## config.mk

```make
export PLATFORM = sky130hd
export DESIGN_NAME = four_pole_ladder_lowpass_flat
export DESIGN_NICKNAME = d
export VERILOG_FILES = /design/src/hw/rtl/fpl_pkg.sv /design/src/hw/rtl/fpl_if.sv /design/src/hw/rtl/fpl_mul.sv /design/src/hw/rtl/four_pole_ladder_lowpass.sv /design/src/flat_wrapper.sv
export VERILOG_INCLUDE_DIRS = /design/src /design/src/hw/rtl
export SDC_FILE = /design/constraint.sdc
export NUM_CORES = 1
export LEC_CHECK = 0
export ABC_AREA = 1
export ABC_CLOCK_PERIOD_IN_PS = 10000
export BUFFER_PORTS_ARGS = -buffer_cell sky130_fd_sc_hd__buf_2
export CAP_MARGIN = 30
export CORE_MARGIN = 2
export CORE_UTILIZATION = 46
export CTS_CLUSTER_DIAMETER = 100
export DETAILED_ROUTE_END_ITERATION = 10
export SLEW_MARGIN = 20
export SYNTH_ARGS = -nofsm -noshare
export SYNTH_HDL_FRONTEND = slang
export SYNTH_SLANG_ARGS = --single-unit
```

## constraint.sdc

```tcl
create_clock -name clk -period 10 [get_ports clk]
set_input_delay 1 -clock clk [delete_from_list [all_inputs] [get_ports clk]]
set_output_delay 1 -clock clk [all_outputs]
set_load 0.01 [all_outputs]
```

## src/hw/rtl/assert_macros.svh

```systemverilog
// Assertion macros shared by the RTL files that carry concurrent checks.
`ifndef ASSERT_MACROS_SVH
`define ASSERT_MACROS_SVH

// Same-cycle implication, sampled on clk and disabled during rst.
`define ASSERT_IMPLIES(label, ante, cons, msg) \
  label: assert property (@(posedge clk) disable iff (rst) (ante) |-> (cons)) \
    else $error(msg);

// Next-cycle implication, sampled on clk and disabled during rst.
`define ASSERT_NEXT(label, ante, cons, msg) \
  label: assert property (@(posedge clk) disable iff (rst) (ante) |=> (cons)) \
    else $error(msg);

`endif

```

## src/hw/rtl/fpl_pkg.sv

```systemverilog
// Types, constants and the cutoff-to-gain table of the four-pole ladder lowpass.
package fpl_pkg;

  localparam int SAMPLE_W    = 16;
  localparam int KNOB_W      = 7;
  localparam int KNOB_LEVELS = 1 << KNOB_W;
  localparam int GAIN_W      = 16;

  // Number of cascaded one-pole stages and the history it needs.
  localparam int STAGES     = 4;
  localparam int HIST_DEPTH = STAGES + 1;
  localparam int STAGE_W    = $clog2(STAGES);

  // Gain mapping: g = GAIN_BASE + floor(GAIN_SPAN * c * c / KNOB_SQ_FULL).
  localparam longint unsigned GAIN_BASE    = 1311;
  localparam longint unsigned GAIN_SPAN    = 51118;
  localparam longint unsigned KNOB_SQ_FULL = 16129;

  // Widths inside the stage arithmetic.
  localparam int MIX_W  = SAMPLE_W + 3;     // 4*in + prev_in, signed
  localparam int DIFF_W = SAMPLE_W + 2;     // v - prev_out, signed
  localparam int OPA_W  = MIX_W;            // multiplier operand width
  localparam int PROD_W = 2 * OPA_W;
  localparam int QUOT_W = SAMPLE_W + 1;     // magnitude of a quotient

  // Division by five as a multiply by ceil(2^21 / 5) and a shift; exact for
  // magnitudes below 2^19.
  localparam int               DIV5_SHIFT = 21;
  localparam logic [OPA_W-1:0] DIV5_RECIP = OPA_W'(419431);
  localparam int               GAIN_SHIFT = GAIN_W;

  typedef enum logic [2:0] {
    ST_IDLE,
    ST_DIV,
    ST_GAIN,
    ST_UPDATE,
    ST_FINISH
  } fpl_state_t;

  typedef struct packed {
    logic             en;
    logic             neg;
    logic [OPA_W-1:0] a;
    logic [OPA_W-1:0] b;
  } fpl_mul_req_t;

  typedef struct packed {
    logic              neg;
    logic [PROD_W-1:0] prod;
  } fpl_mul_rsp_t;

  function automatic logic [KNOB_LEVELS-1:0][GAIN_W-1:0] build_gain_lut();
    logic [KNOB_LEVELS-1:0][GAIN_W-1:0] lut;
    longint unsigned                    c;
    for (int i = 0; i < KNOB_LEVELS; i++) begin
      c      = longint'(i);
      lut[i] = GAIN_W'(GAIN_BASE + (GAIN_SPAN * c * c) / KNOB_SQ_FULL);
    end
    return lut;
  endfunction

  localparam logic [KNOB_LEVELS-1:0][GAIN_W-1:0] GAIN_LUT = build_gain_lut();

endpackage

```

## src/hw/rtl/fpl_if.sv

```systemverilog
// Valid/ready stream interfaces for the input and result channels.
interface fpl_in_if;
  logic                       valid;
  logic                       ready;
  logic signed [15:0]         sample_in;
  logic        [6:0]          cutoff_knob;

  modport source (output valid, output sample_in, output cutoff_knob, input ready);
  modport sink   (input valid, input sample_in, input cutoff_knob, output ready);
endinterface

interface fpl_out_if;
  logic                       valid;
  logic                       ready;
  logic signed [15:0]         sample_out;

  modport source (output valid, output sample_out, input ready);
  modport sink   (input valid, input sample_out, output ready);
endinterface

```

## src/hw/rtl/fpl_mul.sv

```systemverilog
// Shared unsigned multiplier with a registered product and sign tag.
module fpl_mul import fpl_pkg::*; (
  input  logic         clk,
  input  fpl_mul_req_t req,
  output fpl_mul_rsp_t rsp
);

  always_ff @(posedge clk) begin
    if (req.en) begin
      rsp.prod <= PROD_W'(req.a) * PROD_W'(req.b);
      rsp.neg  <= req.neg;
    end
  end

endmodule

```

## src/hw/rtl/four_pole_ladder_lowpass.sv

```systemverilog
// Top level of the four-pole ladder lowpass: sequencer, stage history and output register.
//
//   channel  direction  beat contents
//   din      in         sample_in (s16), cutoff_knob (u7)
//   dout     out        sample_out (s16), saturated
//
// One beat on din yields one beat on dout. The shared multiplier is used twice
// per stage (division by five, then gain), and din is not ready again from
// acceptance until every stage and the final write-back are done. The result
// waits in its own register, so the next beat is taken while dout stalls;
// only the final write-back waits for that register to drain.
// Reset clears the sequencer, the stage history and the output valid flag.
`include "assert_macros.svh"

module four_pole_ladder_lowpass import fpl_pkg::*; (
  input logic        clk,
  input logic        rst,
  fpl_in_if.sink     din,
  fpl_out_if.source  dout
);

  localparam logic [STAGE_W-1:0] LAST_STAGE = STAGE_W'(STAGES - 1);

  fpl_state_t state, state_next;

  logic        [STAGE_W-1:0] stage;
  logic        [GAIN_W-1:0]  gain;
  // cur is the input of the stage being worked on, and after the last stage
  // the block output.
  logic signed [SAMPLE_W-1:0] cur;
  // The history rotates by one position per stage, so the previous input of
  // the current stage is always in hist[0] and its previous output in hist[1].
  logic signed [SAMPLE_W-1:0] hist [HIST_DEPTH];
  logic                       out_valid;
  logic signed [SAMPLE_W-1:0] out_data;

  fpl_mul_req_t mul_req;
  fpl_mul_rsp_t mul_rsp;

  logic accept, out_free;
  logic shift_hist;

  // Stage arithmetic.
  logic signed [MIX_W-1:0]    mix;
  logic        [OPA_W-1:0]    mix_mag;
  logic        [QUOT_W-1:0]   quot;
  logic signed [DIFF_W-1:0]   v_mix;
  logic signed [DIFF_W-1:0]   diff;
  logic        [OPA_W-1:0]    diff_mag;
  logic        [QUOT_W-1:0]   step_mag;
  logic signed [DIFF_W-1:0]   upd;
  logic signed [SAMPLE_W-1:0] upd_sat;

  assign accept   = din.valid && din.ready;
  assign out_free = !out_valid || dout.ready;

  // Mix: 4*in + prev_in, then its magnitude for the divide-by-five multiply.
  assign mix     = (MIX_W'(cur) <<< 2) + MIX_W'(hist[0]);
  assign mix_mag = mix[MIX_W-1] ? OPA_W'(-mix) : OPA_W'(mix);

  // The quotient comes back as a magnitude; restore the sign to get v, which
  // truncates toward zero like the integer division it replaces.
  assign quot     = mul_rsp.prod[DIV5_SHIFT +: QUOT_W];
  assign v_mix    = mul_rsp.neg ? -DIFF_W'(quot) : DIFF_W'(quot);
  assign diff     = v_mix - DIFF_W'(hist[1]);
  assign diff_mag = diff[DIFF_W-1] ? OPA_W'(-diff) : OPA_W'(diff);

  // Gain product, again a magnitude truncated toward zero.
  assign step_mag = mul_rsp.prod[GAIN_SHIFT +: QUOT_W];
  assign upd      = DIFF_W'(hist[1]) +
                    (mul_rsp.neg ? -DIFF_W'(step_mag) : DIFF_W'(step_mag));

  // Saturate to 16 bits when the top bits disagree.
  always_comb begin
    if (upd[DIFF_W-1:SAMPLE_W-1] == '0 || upd[DIFF_W-1:SAMPLE_W-1] == '1) begin
      upd_sat = upd[SAMPLE_W-1:0];
    end else if (upd[DIFF_W-1]) begin
      upd_sat = {1'b1, {(SAMPLE_W-1){1'b0}}};
    end else begin
      upd_sat = {1'b0, {(SAMPLE_W-1){1'b1}}};
    end
  end

  // Next-state logic.
  always_comb begin
    state_next = state;
    unique case (state)
      ST_IDLE:   if (din.valid) state_next = ST_DIV;
      ST_DIV:    state_next = ST_GAIN;
      ST_GAIN:   state_next = ST_UPDATE;
      ST_UPDATE: state_next = (stage == LAST_STAGE) ? ST_FINISH : ST_DIV;
      ST_FINISH: if (out_free) state_next = ST_IDLE;
      default:   state_next = ST_IDLE;
    endcase
  end

  // Sequencer outputs: ready, multiplier requests and history shifts.
  always_comb begin
    din.ready   = 1'b0;
    mul_req     = '0;
    shift_hist  = 1'b0;
    unique case (state)
      ST_IDLE: begin
        din.ready = 1'b1;
      end
      ST_DIV: begin
        mul_req.en  = 1'b1;
        mul_req.neg = mix[MIX_W-1];
        mul_req.a   = mix_mag;
        mul_req.b   = DIV5_RECIP;
      end
      ST_GAIN: begin
        mul_req.en  = 1'b1;
        mul_req.neg = diff[DIFF_W-1];
        mul_req.a   = diff_mag;
        mul_req.b   = OPA_W'(gain);
      end
      ST_UPDATE: begin
        shift_hist = 1'b1;
      end
      ST_FINISH: begin
        shift_hist = out_free;
      end
      default: begin
        din.ready = 1'b0;
      end
    endcase
  end

  fpl_mul u_mul (
    .clk (clk),
    .req (mul_req),
    .rsp (mul_rsp)
  );

  // Control state and history.
  always_ff @(posedge clk) begin
    if (rst) begin
      state     <= ST_IDLE;
      stage     <= '0;
      out_valid <= 1'b0;
      for (int i = 0; i < HIST_DEPTH; i++) begin
        hist[i] <= '0;
      end
    end else begin
      state <= state_next;
      if (accept) begin
        stage <= '0;
      end else if (state == ST_UPDATE && stage != LAST_STAGE) begin
        stage <= stage + 1'b1;
      end
      // The value leaving the stage (its input) goes to the tail; after
      // STAGES + 1 shifts the history is back in order.
      if (shift_hist) begin
        for (int i = 0; i < HIST_DEPTH - 1; i++) begin
          hist[i] <= hist[i+1];
        end
        hist[HIST_DEPTH-1] <= cur;
      end
      if (state == ST_FINISH && out_free) begin
        out_valid <= 1'b1;
      end else if (dout.ready) begin
        out_valid <= 1'b0;
      end
    end
  end

  // Payload registers.
  always_ff @(posedge clk) begin
    if (accept) begin
      cur  <= din.sample_in;
      gain <= GAIN_LUT[din.cutoff_knob];
    end else if (state == ST_UPDATE) begin
      cur <= upd_sat;
    end
    if (state == ST_FINISH && out_free) begin
      out_data <= cur;
    end
  end

  assign dout.valid      = out_valid;
  assign dout.sample_out = out_data;

  // An accepted beat always starts the first division step.
  `ASSERT_NEXT(a_accept_starts, accept, state == ST_DIV, "accepted beat did not start")
  // A gain multiply always follows the divide-by-five multiply.
  `ASSERT_IMPLIES(a_gain_after_div, state == ST_GAIN, $past(state) == ST_DIV, "gain step out of order")
  // Finishing with a free output register always presents a result.
  `ASSERT_NEXT(a_finish_presents, state == ST_FINISH && out_free, dout.valid, "result not presented")

endmodule

```

## src/flat_wrapper.sv

```systemverilog
// flat-port wrapper written by rule: the top's interface ports become plain ports
module four_pole_ladder_lowpass_flat import fpl_pkg::*;
  (clk, rst, din_valid, din_sample_in, din_cutoff_knob, din_ready, dout_valid, dout_sample_out, dout_ready);
  fpl_in_if din_i ();
  fpl_out_if dout_i ();
  input logic clk;
  input logic rst;
  input wire logic [$bits(din_i.valid)-1:0] din_valid;
  input wire logic [$bits(din_i.sample_in)-1:0] din_sample_in;
  input wire logic [$bits(din_i.cutoff_knob)-1:0] din_cutoff_knob;
  output wire logic [$bits(din_i.ready)-1:0] din_ready;
  output wire logic [$bits(dout_i.valid)-1:0] dout_valid;
  output wire logic [$bits(dout_i.sample_out)-1:0] dout_sample_out;
  input wire logic [$bits(dout_i.ready)-1:0] dout_ready;
  assign din_i.valid = din_valid;
  assign din_i.sample_in = din_sample_in;
  assign din_i.cutoff_knob = din_cutoff_knob;
  assign din_ready = din_i.ready;
  assign dout_valid = dout_i.valid;
  assign dout_sample_out = dout_i.sample_out;
  assign dout_i.ready = dout_ready;
  four_pole_ladder_lowpass u_core (.clk(clk), .rst(rst), .din(din_i), .dout(dout_i));
endmodule
```

Word level (Yosys, flattened, before mapping)

Memories as Yosys holds them, arrays and structs flattened. A register that Yosys moved wholly into a read port is not among the register bits.
Index checks and enable logic that the tools add are counted.

Bits in writable memories: 80
Input bits: 27
Bits in registers: 77
Word-level logic and storage cells: 71
Memory bits (read-only): 2048
Memories: 2
Output and inout bits: 18

Equal/unequal tests: 9
Reductions and logical operators: 12
Add/subtract/negate cells: 8
Bitwise operators: 5
Multipliers: 1
Muxes and demuxes: 27

Memories:

| memory           | depth | width | read ports | clocked after Yosys merged registers in | write ports | line                            | text |
|---|---|---|---|---|---|---|---|
| (name not given) | 128   | 16    | 1          | 1                                       | 0           | four_pole_ladder_lowpass.sv:172 | `gain <= GAIN_LUT[din.cutoff_knob];` |
| u_core.hist      | 5     | 16    | 5          | 0                                       | 5           | four_pole_ladder_lowpass.sv:33  | `logic signed [SAMPLE_W-1:0] hist [HIST_DEPTH];` |

Operators by type and width:

| cell                                                                   | number |
|---|---|
| 16-bit two-way mux                                                     | 9 |
| 40-bit one-hot mux with 2 select lines                                 | 1 |
| 19-bit by 19-bit multiplier with 38-bit output                         | 1 |
| 19-bit two-way mux                                                     | 2 |
| 18-bit two-way mux                                                     | 2 |
| 17-bit negator with 18-bit output                                      | 2 |
| 18-bit by 16-bit adder with 19-bit output                              | 1 |
| 18-bit negator with 19-bit output                                      | 1 |
| 19-bit negator                                                         | 1 |
| 18-bit adder                                                           | 1 |
| 18-bit by 16-bit subtractor with 18-bit output                         | 1 |
| 3-bit one-hot mux with 5 select lines                                  | 1 |
| 3-bit two-way mux                                                      | 3 |
| 1-bit two-way mux                                                      | 8 |
| 3-bit by 2-bit equality test with 1-bit output (second input constant) | 2 |
| 3-bit equality test (second input constant)                            | 2 |
| 3-bit zero test                                                        | 2 |
| 1-bit bitwise OR                                                       | 5 |
| 2-bit inequality test (second input constant)                          | 2 |
| 2-bit nonzero test                                                     | 2 |
| 3-bit by 1-bit equality test with 1-bit output (second input constant) | 1 |
| 1-bit logical AND                                                      | 3 |
| 2-bit by 1-bit adder with 2-bit output (second input constant)         | 1 |
| 2-bit equality test (second input constant)                            | 1 |
| 6 further kinds                                                        | 7 |

Logic depth before layout (Yosys ltp)

Gate-level depths: netlist of the first run.

Depth after elaboration: 8
Mapped depth: 48
Depth with buffers taken out: 47

Cells and area by module

From an unflattened synthesis of the first run, not the netlist that was laid out.

Cell total of the unflattened synthesis: 3578
Area, all modules: 26062.5 µm²

By module, submodules not included:

| module                   | area an instance (µm²) | sequential area each (µm²) | instances | cells each |
|---|---|---|---|---|
| fpl_mul                  | 13989.7                | 1171.1                     | 1         | 1840 |
| four_pole_ladder_lowpass | 12072.8                | 3963.8                     | 1         | 1738 |

Least setup slack after synthesis of the first run

OpenSTA, ideal clock, no wires.

Kind: register to register
Start point: register u_core.u_mul.rsp[38] in the netlist's numbering
End point: register u_core.u_mul.rsp[33] in the netlist's numbering, data pin
Buffers on the path: 1
Setup time: 0.260 ns
Data required time: 9.740 ns
Period minus slack after synthesis: 8.071 ns
Slack: 1.929 ns
Data arrival time: 7.811 ns
Stages on the path, launching flop included: 43
Cell sequence: edfxtp_1 -> clkbuf_1 -> inv_1 -> or2_2 -> xor2_1 -> ha_1 -> nand2_1 -> nand2_1 -> o21bai_4 -> nand2_1 -> nand2_1 -> xor2_1 -> nor3_2 -> inv_1 -> nor3_4 -> nand2_1 -> nor2_1 -> nand3_1 -> [... 7 more ...] -> inv_1 -> fa_1 -> inv_1 -> fa_1 -> fa_1 -> inv_1 -> fa_1 -> inv_1 -> ha_1 -> a21oi_1 -> inv_1 -> nor2_1 -> o21ai_0 -> a211oi_1 -> nand2_1 -> nand3_1 -> nand2_1 -> xor2_1

Longest elaborated chain between the ends: 6

Ends and longest elaborated chain:

| element                                            | line                            | text |
|---|---|---|
| start: declaration                                 | fpl_mul.sv:5                    | `output fpl_mul_rsp_t rsp` |
| 18-bit two-way mux (*)                             | four_pole_ladder_lowpass.sv:64  | `assign v_mix = mul_rsp.neg ? -DIFF_W'(quot) : DIFF_W'(quot);` |
| 18-bit by 16-bit subtractor with 18-bit output (*) | four_pole_ladder_lowpass.sv:65  | `assign diff = v_mix - DIFF_W'(hist[1]);` |
| 18-bit negator with 19-bit output                  | four_pole_ladder_lowpass.sv:66  | `assign diff_mag = diff[DIFF_W-1] ? OPA_W'(-diff) : OPA_W'(diff);` |
| 19-bit two-way mux (*)                             | four_pole_ladder_lowpass.sv:66  |  |
| 40-bit one-hot mux with 2 select lines (*)         | four_pole_ladder_lowpass.sv:102 | `unique case (state)` |
| 19-bit by 19-bit multiplier with 38-bit output (*) | fpl_mul.sv:10                   | `rsp.prod <= PROD_W'(req.a) * PROD_W'(req.b);` |

Every way passes the cells marked *; elsewhere a longest branch is shown, timed or not.
A chain may end at the register's enable or synchronous reset.

Worst setup path in the final report of the first run

Start point: register u_core.u_mul.rsp[21] in the netlist's numbering
End point: register u_core.u_mul.rsp[37] in the netlist's numbering, data pin

Longest elaborated chain between the ends: 7

Ends and longest elaborated chain:

| element                                            | line |
|---|---|
| 17-bit negator with 18-bit output                  | four_pole_ladder_lowpass.sv:64 |
| 18-bit two-way mux (*)                             | four_pole_ladder_lowpass.sv:64 |
| 18-bit by 16-bit subtractor with 18-bit output (*) | four_pole_ladder_lowpass.sv:65 |
| 18-bit negator with 19-bit output                  | four_pole_ladder_lowpass.sv:66 |
| 19-bit two-way mux (*)                             | four_pole_ladder_lowpass.sv:66 |
| 40-bit one-hot mux with 2 select lines (*)         | four_pole_ladder_lowpass.sv:102 |
| 19-bit by 19-bit multiplier with 38-bit output (*) | fpl_mul.sv:10 |

Marks and branches as above.

==> summary.txt, run 1 <==
Outcome
  – Result of the run: completed

Critical path
  – Crit path max-delay cell type: sky130_fd_sc_hd__fa_1
  – Launch point of the worst path: u_core.u_mul.rsp[21]$_DFFE_PN_
  – Combined buffer and inverter count along the critical path: 6
  – WP data required: about 10 ns
  – Dominant delay contributor by cell family on the critical path: adder cells
  – Largest incremental delay on the critical path: roughly 0.56 ns
  – Arrival @ worst endpoint: about 9.6 ns
  – Worst reg2reg path startpoint: u_core.u_mul.rsp[21]$_DFFE_PN_
  – Path type of the worst setup path: flop to flop
  – Largest fanout on the critical path: 9
  – CP Launch Type: flop
  – Nature of the critical path endpoint: flop

CTS
  – Largest buffer count on any clock path: 2
  – Clock-pin slew of the registers on the worst-case setup and hold paths: 0.08 ns
  – Post-CTS Repair Setup Buffers: 0
  – Cell at the root of the clock tree: sky130_fd_sc_hd__clkbuf_16
  – Num CTS Buffers: 17
  – Cells resized by post-CTS repair: 0
  – Later-pin clock latency in the skew report: 0.48 ns
  – Clock tree from TritonCTS: done
  – Post-CTS Hold Buffers: 0
  – CTS sink cnt: roughly 160
  – H-tree lvl count: 4

Timing
  – Setup tns final: 0 ns
  – Worst-case headroom to the max-slew limit: about 37%
  – Period utilisation layout: between 90 and 100%
  – Fmax: 0.107 GHz
  – Maximum clock skew at final layout: ~0.023 ns
  – Worst-margin pin slew: 0.948 ns
  – Minimum clock period: approximately 9.4 ns
  – Slew Viols, Final: 0
  – Total setup violations reported at the end of the flow: 0
  – Number of hold violations in the final report: 0
  – Unrepaired setup endpoints after global routing: no

Synthesis
  – Netlist area before placement: approximately 23000 µm²
  – Register bit count reported by yosys: roughly 160
  – Number of distinct standard cells referenced by the synthesized netlist: 72
  – Synth Warn #: 0
  – Area share of xor/xnor cells in the synthesized design: 3.59%
  – Avg Cell Area, Syn: slightly below 8 µm²
  – Most common flop cell mapped by yosys: sky130_fd_sc_hd__edfxtp_1
  – Dominant combinational cell family by area after synthesis: adder cells
  – Number of enable flip-flop cells after synthesis: roughly 150
  – Cells after synthesis: around 3000
  – Complex-gate fraction of the synthesized area: 10.3%
  – Most numerous cell in the Yosys netlist: sky130_fd_sc_hd__inv_1
  – Proportion of synthesized flip-flops having asynchronous set or reset: 0%
  – Sequential fraction of the synthesis area: around a fifth
  – Top cell type's share of synthesized area: a little under a quarter
  – Post-Synth Adder-Cell Area: roughly 34%
  – Leading post-synthesis cells by cell area: sky130_fd_sc_hd__fa_1 (23%), sky130_fd_sc_hd__edfxtp_1 (19%), sky130_fd_sc_hd__ha_1 (11%), sky130_fd_sc_hd__inv_1 (10%), sky130_fd_sc_hd__nand2_1 (9.0%)
  – Area share of and/or/nand/nor cells after synthesis: ~20%
  – Ranking of synthesized cells by instance count: sky130_fd_sc_hd__inv_1 (657), sky130_fd_sc_hd__nand2_1 (561), sky130_fd_sc_hd__nor2_1 (373)
  – Multiplexer area fraction after synthesis: 0%
  – Most area-hungry cell type in the Yosys netlist: sky130_fd_sc_hd__fa_1

Global routing
  – Antenna violations before repair: 0
  – Pin count of the biggest net entering global routing: 80
  – All-layer global routing usage: between 20 and 30%
  – Sum of overflow across all layers after global routing: 0
  – Number of global-route vias before repair: around 21000
  – First-pass GRT wire length: ~120000 µm

Routing
  – Detailed-routing iteration count for the pre-antenna-repair pass: 8
  – Routed via count: between 20000 and 25000
  – # DRC: 0
  – Routed length per placed instance: roughly 20 µm
  – Detailed router's first-iteration violation count: 1758
  – Via-per-instance ratio: 5.44
  – Detail Route Antenna Nets: 0
  – Final WL: 75600 µm

Flow run
  – Total of max-cap violations: 0

Placed design
  – HPWL Detailed: approximately 63000 µm
  – Number of buffers added on ports: 44
  – Final Wtd Congestion: between 0.9 and 1

Min path
  – Class of the worst hold path: flop to flop
  – Startpoint of the worst hold path: u_core.stage[1]$_SDFFE_PP0P_

Finish
  – Number of fillers in the final layout: between 5000 and 6000
  – Proportion of layout cells with a drive suffix above 1: 6.13%
  – Diode insertion count for antenna repair: 0
  – Number of nets in the finished design: 3544
  – Layout Area Growth over Synthesis: 7.19%

Floorplan
  – Row Count: 82
  – Initial core utilization: between 40% and 50%
  – DIE AREA: between 50000 and 60000 µm²
  – Die Span Y: 230 µm
  – I/O pin total: 45
  – Area of the core: 50300 µm²
  – Die width: between 200 and 250 µm

Power and ir drop
  – PD cells: about 300 nW/µm²
  – Peak ir drop on the vdd network: about 0.22 mV
  – Static power due to leakage: roughly 0.012 µW
  – Power Total: ~7600 µW
-- logic make-up after synthesis --
| family | Yosys count |
|---|---|
| and+or+nand+nor | 1127 |
| adders and majority gates | 481 |
| other | 2 |
| AOI/OAI and AO/OA | 401 |
| buffers and inverters | 746 |
| xor gates and xnor gates | 92 |
| DFF | 157 |
-- through the flow --
step / hold WS [ns] / setup slack [ns] / utilization, % / cells / area [µm²]
after floorplan: 0.441 / 1.93 / - / 3011 / 23500
after global placement: 0.452 / 0.582 / 48.8 / 3688 / 24500
after detailed placement: 0.464 / 0.529 / 48.9 / 3689 / 24600
after CTS: 0.474 / 0.495 / 50.1 / 3721 / 25200
after global routing: 0.498 / 0.00204 / 50.1 / 3721 / 25200
final: 0.476 / 0.649 / 50.1 / 3721 / 25200
-- area by class of cell --
class                           instances  area [µm²]  share of cell area [%]
Multi-Input combinational cell       2108       16000                    63.7
Sequential cell                       157        4650                    18.5
Inverter                              671        2520                    10.0
Tap cell                              672         841                    3.34
Timing Repair Buffer                   81         518                    2.06
Clock buffer                           18         429                    1.70
Clock inverter                         14         169                   0.671
-- state kept, by name, summed over array words and instances (netlist names) --
name,count
u_core.dout.sample_out,16
u_core.u_mul.rsp,23
u_core.hist,80
u_core.dout.valid,1
u_core.state,3
u_core.gain,16
u_core.stage,2
u_core.cur,16
-- worst min-delay path, delay by kind of cell (launching register included) --
family | cells | cell delay [ns]
simple gates | 1 | 0.06
compound gates | 1 | 0.05
flops | 1 | 0.32
-- layout by cell type (no fill, tap or decap), drive strengths merged, types with 8 or more instances in the layout --
cell,n
xor2,66
ha,211
o21a,9
a21oi,180
clkinv,11
nor3,43
nand3,99
o22ai,9
edfxtp,151
fa,270
xnor2,26
o21bai,8
nand4,22
inv,673
o211ai,14
buf,81
a31oi,8
nor2,375
o221ai,11
clkbuf,18
o21ai,114
nand2,571
-- report_power, final --
group / leakage, µW / switching (µW) / internal (µW)
logic: 0.0106 / 3870 / 1960
registers: 0.00155 / 170 / 968
clock network: 0.000287 / 322 / 336
total: 0.0124 / 4370 / 3260
-- worst paths after layout --
kind	to	slack, ns	depth (start not counted)
min	u_core.stage[1]$_SDFFE_PP0P_	0.48	2
max	u_core.u_mul.rsp[37]$_DFFE_PN_	0.65	40
max reg2reg	u_core.u_mul.rsp[37]$_DFFE_PN_	0.65	40
min reg2reg	u_core.stage[1]$_SDFFE_PP0P_	0.48	2
-- metal layers --
layer / wire [µm] / up-vias / global-route usage (%) / share of wire, %
li1: - / 9456 / - / -
met3: 5050 / 133 / 5.10 / 6.7
met4: 2820 / 0 / 11.6 / 3.7
met2: 36000 / 713 / 48.7 / 48
met1: 31700 / 9928 / 37.8 / 42
met5: 0 / - / 0 / 0
Note: power is estimated with default switching activity, not from simulation.
==> run 2, diff against run 1 <==
Settings changed: CORE_UTILIZATION 46 to 50, PLACE_DENSITY from default to 0.67.
==> run 2 against run 1 <==
  * Non-clock buffer count shrank 7
  * Hold slack improved by 0.011 ns
  * Largest power group unchanged
  * Clock power fell by 1%
  * Core utilization is 3.8 points higher
  * Highest routed layer unchanged
  * Global-route usage rose by 1.1 points
  * Largest cell class unchanged
  * Sequential power hardly changed
==> summary.txt, run 2 (synthesis results as in run 1) <==
Outcome
  – Result of the run: completed (unchanged)

Finish
  – Final core utilization: 53.9% (was 50.1%)
  – Number of fillers in the final layout: 4391 (was 5065)
  – Registers with the most flip-flops: u_core.hist (80), u_core.u_mul.rsp (23) (unchanged)
  – Number of nets in the finished design: 3537 (was 3544)
  – Diode insertion count for antenna repair: 0 (unchanged)
  – Commonest cells after routing, fill and taps aside: sky130_fd_sc_hd__inv_1 (656), sky130_fd_sc_hd__nand2_1 (556), sky130_fd_sc_hd__nor2_1 (373) (was sky130_fd_sc_hd__inv_1 (657), sky130_fd_sc_hd__nand2_1 (555), sky130_fd_sc_hd__nor2_1 (373))
  – Largest register by flop count: u_core.hist (unchanged)
  – Layout Area Growth over Synthesis: 6.56% (was 7.19%)
  – Number of flip-flops under the largest register name: 80 (unchanged)
  – Proportion of layout cells with a drive suffix above 1: 5.95% (was 6.13%)
  – Post-layout instance count excluding filler cells: 3649 (was 3721)
  – Most common cell after layout, fill and taps aside: sky130_fd_sc_hd__inv_1 (unchanged)

Global routing
  – Pin count of the biggest net entering global routing: 81 (was 80)
  – Sum of overflow across all layers after global routing: 0 (unchanged)
  – Number of global-route vias before repair: 20500 (was 20600)
  – Antenna violations before repair: 0 (unchanged)
  – First-pass GRT wire length: 112000 µm (was 118000 µm)
  – All-layer global routing usage: 30.3% (was 29.2%)

Floorplan
  – Row Count: 79 (was 82)
  – I/O pin total: 45 (unchanged)
  – DIE AREA: 48700 µm² (was 52900 µm²)
  – Die width: 221 µm (was 230 µm)
  – Area of the core: 46500 µm² (was 50300 µm²)
  – Initial core utilization: 50.6% (was 46.7%)
  – Die Span Y: 221 µm (was 230 µm)

Timing
  – Unrepaired setup endpoints after global routing: no (unchanged)
  – Minimum clock period: 9.32 ns (was 9.35 ns)
  – Setup tns final: 0 ns (unchanged)
  – Period utilisation layout: 93.2% (was 93.5%)
  – Total setup violations reported at the end of the flow: 0 (unchanged)
  – Worst-case headroom to the max-slew limit: 36.9% (was 36.8%)
  – Number of hold violations in the final report: 0 (unchanged)
  – Worst-margin pin slew: 0.947 ns (was 0.948 ns)
  – Fmax: 0.107 GHz (about the same)
  – Slew Viols, Final: 0 (unchanged)
  – Maximum clock skew at final layout: 0.0160 ns (was 0.0235 ns)

Critical path
  – Depth of the worst register-to-register path: 40 (unchanged)
  – Cell repeated most along the worst path: sky130_fd_sc_hd__inv_1
  – Crit path max-delay cell type: sky130_fd_sc_hd__fa_1 (unchanged)
  – Largest incremental delay on the critical path: 0.59 ns (was 0.56 ns)
  – Largest fanout on the critical path: 14 (was 9)
  – Nature of the critical path endpoint: flop (unchanged)
  – Arrival @ worst endpoint: 9.49 ns (was 9.57 ns)
  – CP Launch Type: flop (unchanged)
  – WP data required: 10.17 ns (was 10.22 ns)
  – Path type of the worst setup path: flop to flop (unchanged)

Routing
  – Final WL: 72100 µm (was 75600 µm)
  – Via-per-instance ratio: 5.60 (was 5.44)
  – # DRC: 0 (unchanged)
  – Detailed router's first-iteration violation count: 1807 (was 1758)
  – Routed length per placed instance: 19.8 µm (was 20.3 µm)
  – Routed via count: 20400 (was 20200)
  – Detail Route Antenna Nets: 0 (unchanged)
  – Detailed-routing iteration count for the pre-antenna-repair pass: 6 (was 8)

Placed design
  – Final Wtd Congestion: 1.01 (was 0.972)
  – Number of buffers added on ports: 44 (unchanged)
  – HPWL Detailed: 59200 µm (was 62900 µm)
  – Inst Count DP: 3612 (was 3689)

CTS
  – Clock tree from TritonCTS: done (unchanged)
  – H-tree lvl count: 4 (unchanged)
  – Post-CTS Hold Buffers: 0 (unchanged)
  – Later-pin clock latency in the skew report: 0.44 ns (was 0.48 ns)
  – Cell at the root of the clock tree: sky130_fd_sc_hd__clkbuf_16 (unchanged)
  – Largest buffer count on any clock path: 2 (unchanged)
  – Clock-pin slew of the registers on the worst-case setup and hold paths: 0.07 ns (was 0.08 ns)
  – CTS sink cnt: 157 (unchanged)
  – Num CTS Buffers: 17 (unchanged)

Power and ir drop
  – Peak ir drop on the vdd network: 0.210 mV (was 0.223 mV)
  – Static power due to leakage: 0.0124 µW (about the same)
  – Switching power: 4390 µW (was 4370 µW)
  – Clock share of power: 8.5% (was 8.6%)
  – Switching power share of the total: 57.4% (was 57.3%)
  – Int Power: 3250 µW (was 3260 µW)
  – Part of the power in combinational logic: 76.9% (was 76.5%)
  – PD cells: 305 nW/µm² (was 303 nW/µm²)
  – Share of total power in sequential cells: 14.6% (was 14.9%)

Flow run
  – Total of max-cap violations: 0 (unchanged)

Min path
  – Class of the worst hold path: flop to flop (unchanged)
  – Cell depth of the worst min-delay path: 2 (unchanged)
-- run 2: power groups by stage --
stage	Combinational [µW]	Clock, µW	Sequential [µW]
floorplan	4080	0	1040
global placement	5710	0	1130
detailed placement	5780	0	1120
CTS	5820	663	1110
global route	6510	691	1120
finish	5870	651	1110
-- run 2: stage by stage --
step | area, µm² | total power, µW | setup WS, ns | hold WS [ns]
2_1_floorplan | 23500 | 5120 | 1.93 | 0.441
3_3_place_gp | 24400 | 6840 | 0.554 | 0.453
3_5_place_dp | 24400 | 6910 | 0.485 | 0.477
4_1_cts | 25000 | 7600 | 0.452 | 0.488
5_1_grt | 25000 | 8330 | 0.0158 | 0.507
6_report | 25000 | 7640 | 0.684 | 0.487
-- run 2: metal layers --
| metal | GRT usage (%) | wire length [µm] | vias up |
|---|---|---|---|
| met5 | 0 | 0 | - |
| met4 | 11.8 | 2990 | 0 |
| met2 | 50.2 | 33900 | 950 |
| met1 | 38.9 | 29200 | 9850 |
| li1 | - | - | 9453 |
| met3 | 6.25 | 5990 | 173 |
-- run 2: path summary, 6_finish.rpt --
kind	startpoint	end	slack, ns
worst max-delay path	u_core.u_mul.rsp[21]$_DFFE_PN_	u_core.u_mul.rsp[37]$_DFFE_PN_	0.68
worst min-delay path	u_core.stage[0]$_SDFFE_PP0P_	u_core.stage[0]$_SDFFE_PP0P_	0.49
worst max register to register	u_core.u_mul.rsp[21]$_DFFE_PN_	u_core.u_mul.rsp[37]$_DFFE_PN_	0.68
worst min register to register	u_core.stage[0]$_SDFFE_PP0P_	u_core.stage[0]$_SDFFE_PP0P_	0.49
-- run 2: area by class of cell --
| class | count | area (µm²) | share of cell area, % |
|---|---|---|---|
| well taps | 607 | 759 | 3.03 |
| clock inverters | 15 | 169 | 0.675 |
| multi-input cells | 2108 | 16000 | 64.1 |
| inverters | 671 | 2520 | 10.1 |
| flip-flops and latches | 157 | 4650 | 18.6 |
| clock buffers | 17 | 425 | 1.70 |
| repair buffers | 74 | 453 | 1.81 |
-- run 2: worst max-delay path: cells and delay by family, from the launching register on --
family | cells | cell delay [ns]
adder cells (fa/ha/maj) | 9 | 4.00
flip-flops | 1 | 0.35
buffers and inverters | 10 | 1.13
AND/OR/NAND/NOR | 14 | 2.16
XOR/XNOR | 2 | 0.33
AO/OA/AOI/OAI | 5 | 1.11
-- run 2: timing repair --
action | in CTS | in global routing
endpoints found under the setup margin | 0 | 22
endpoints found under the hold margin | 0 | 0
setup buffers | 0 | 2
gates resized for setup | 0 | 6
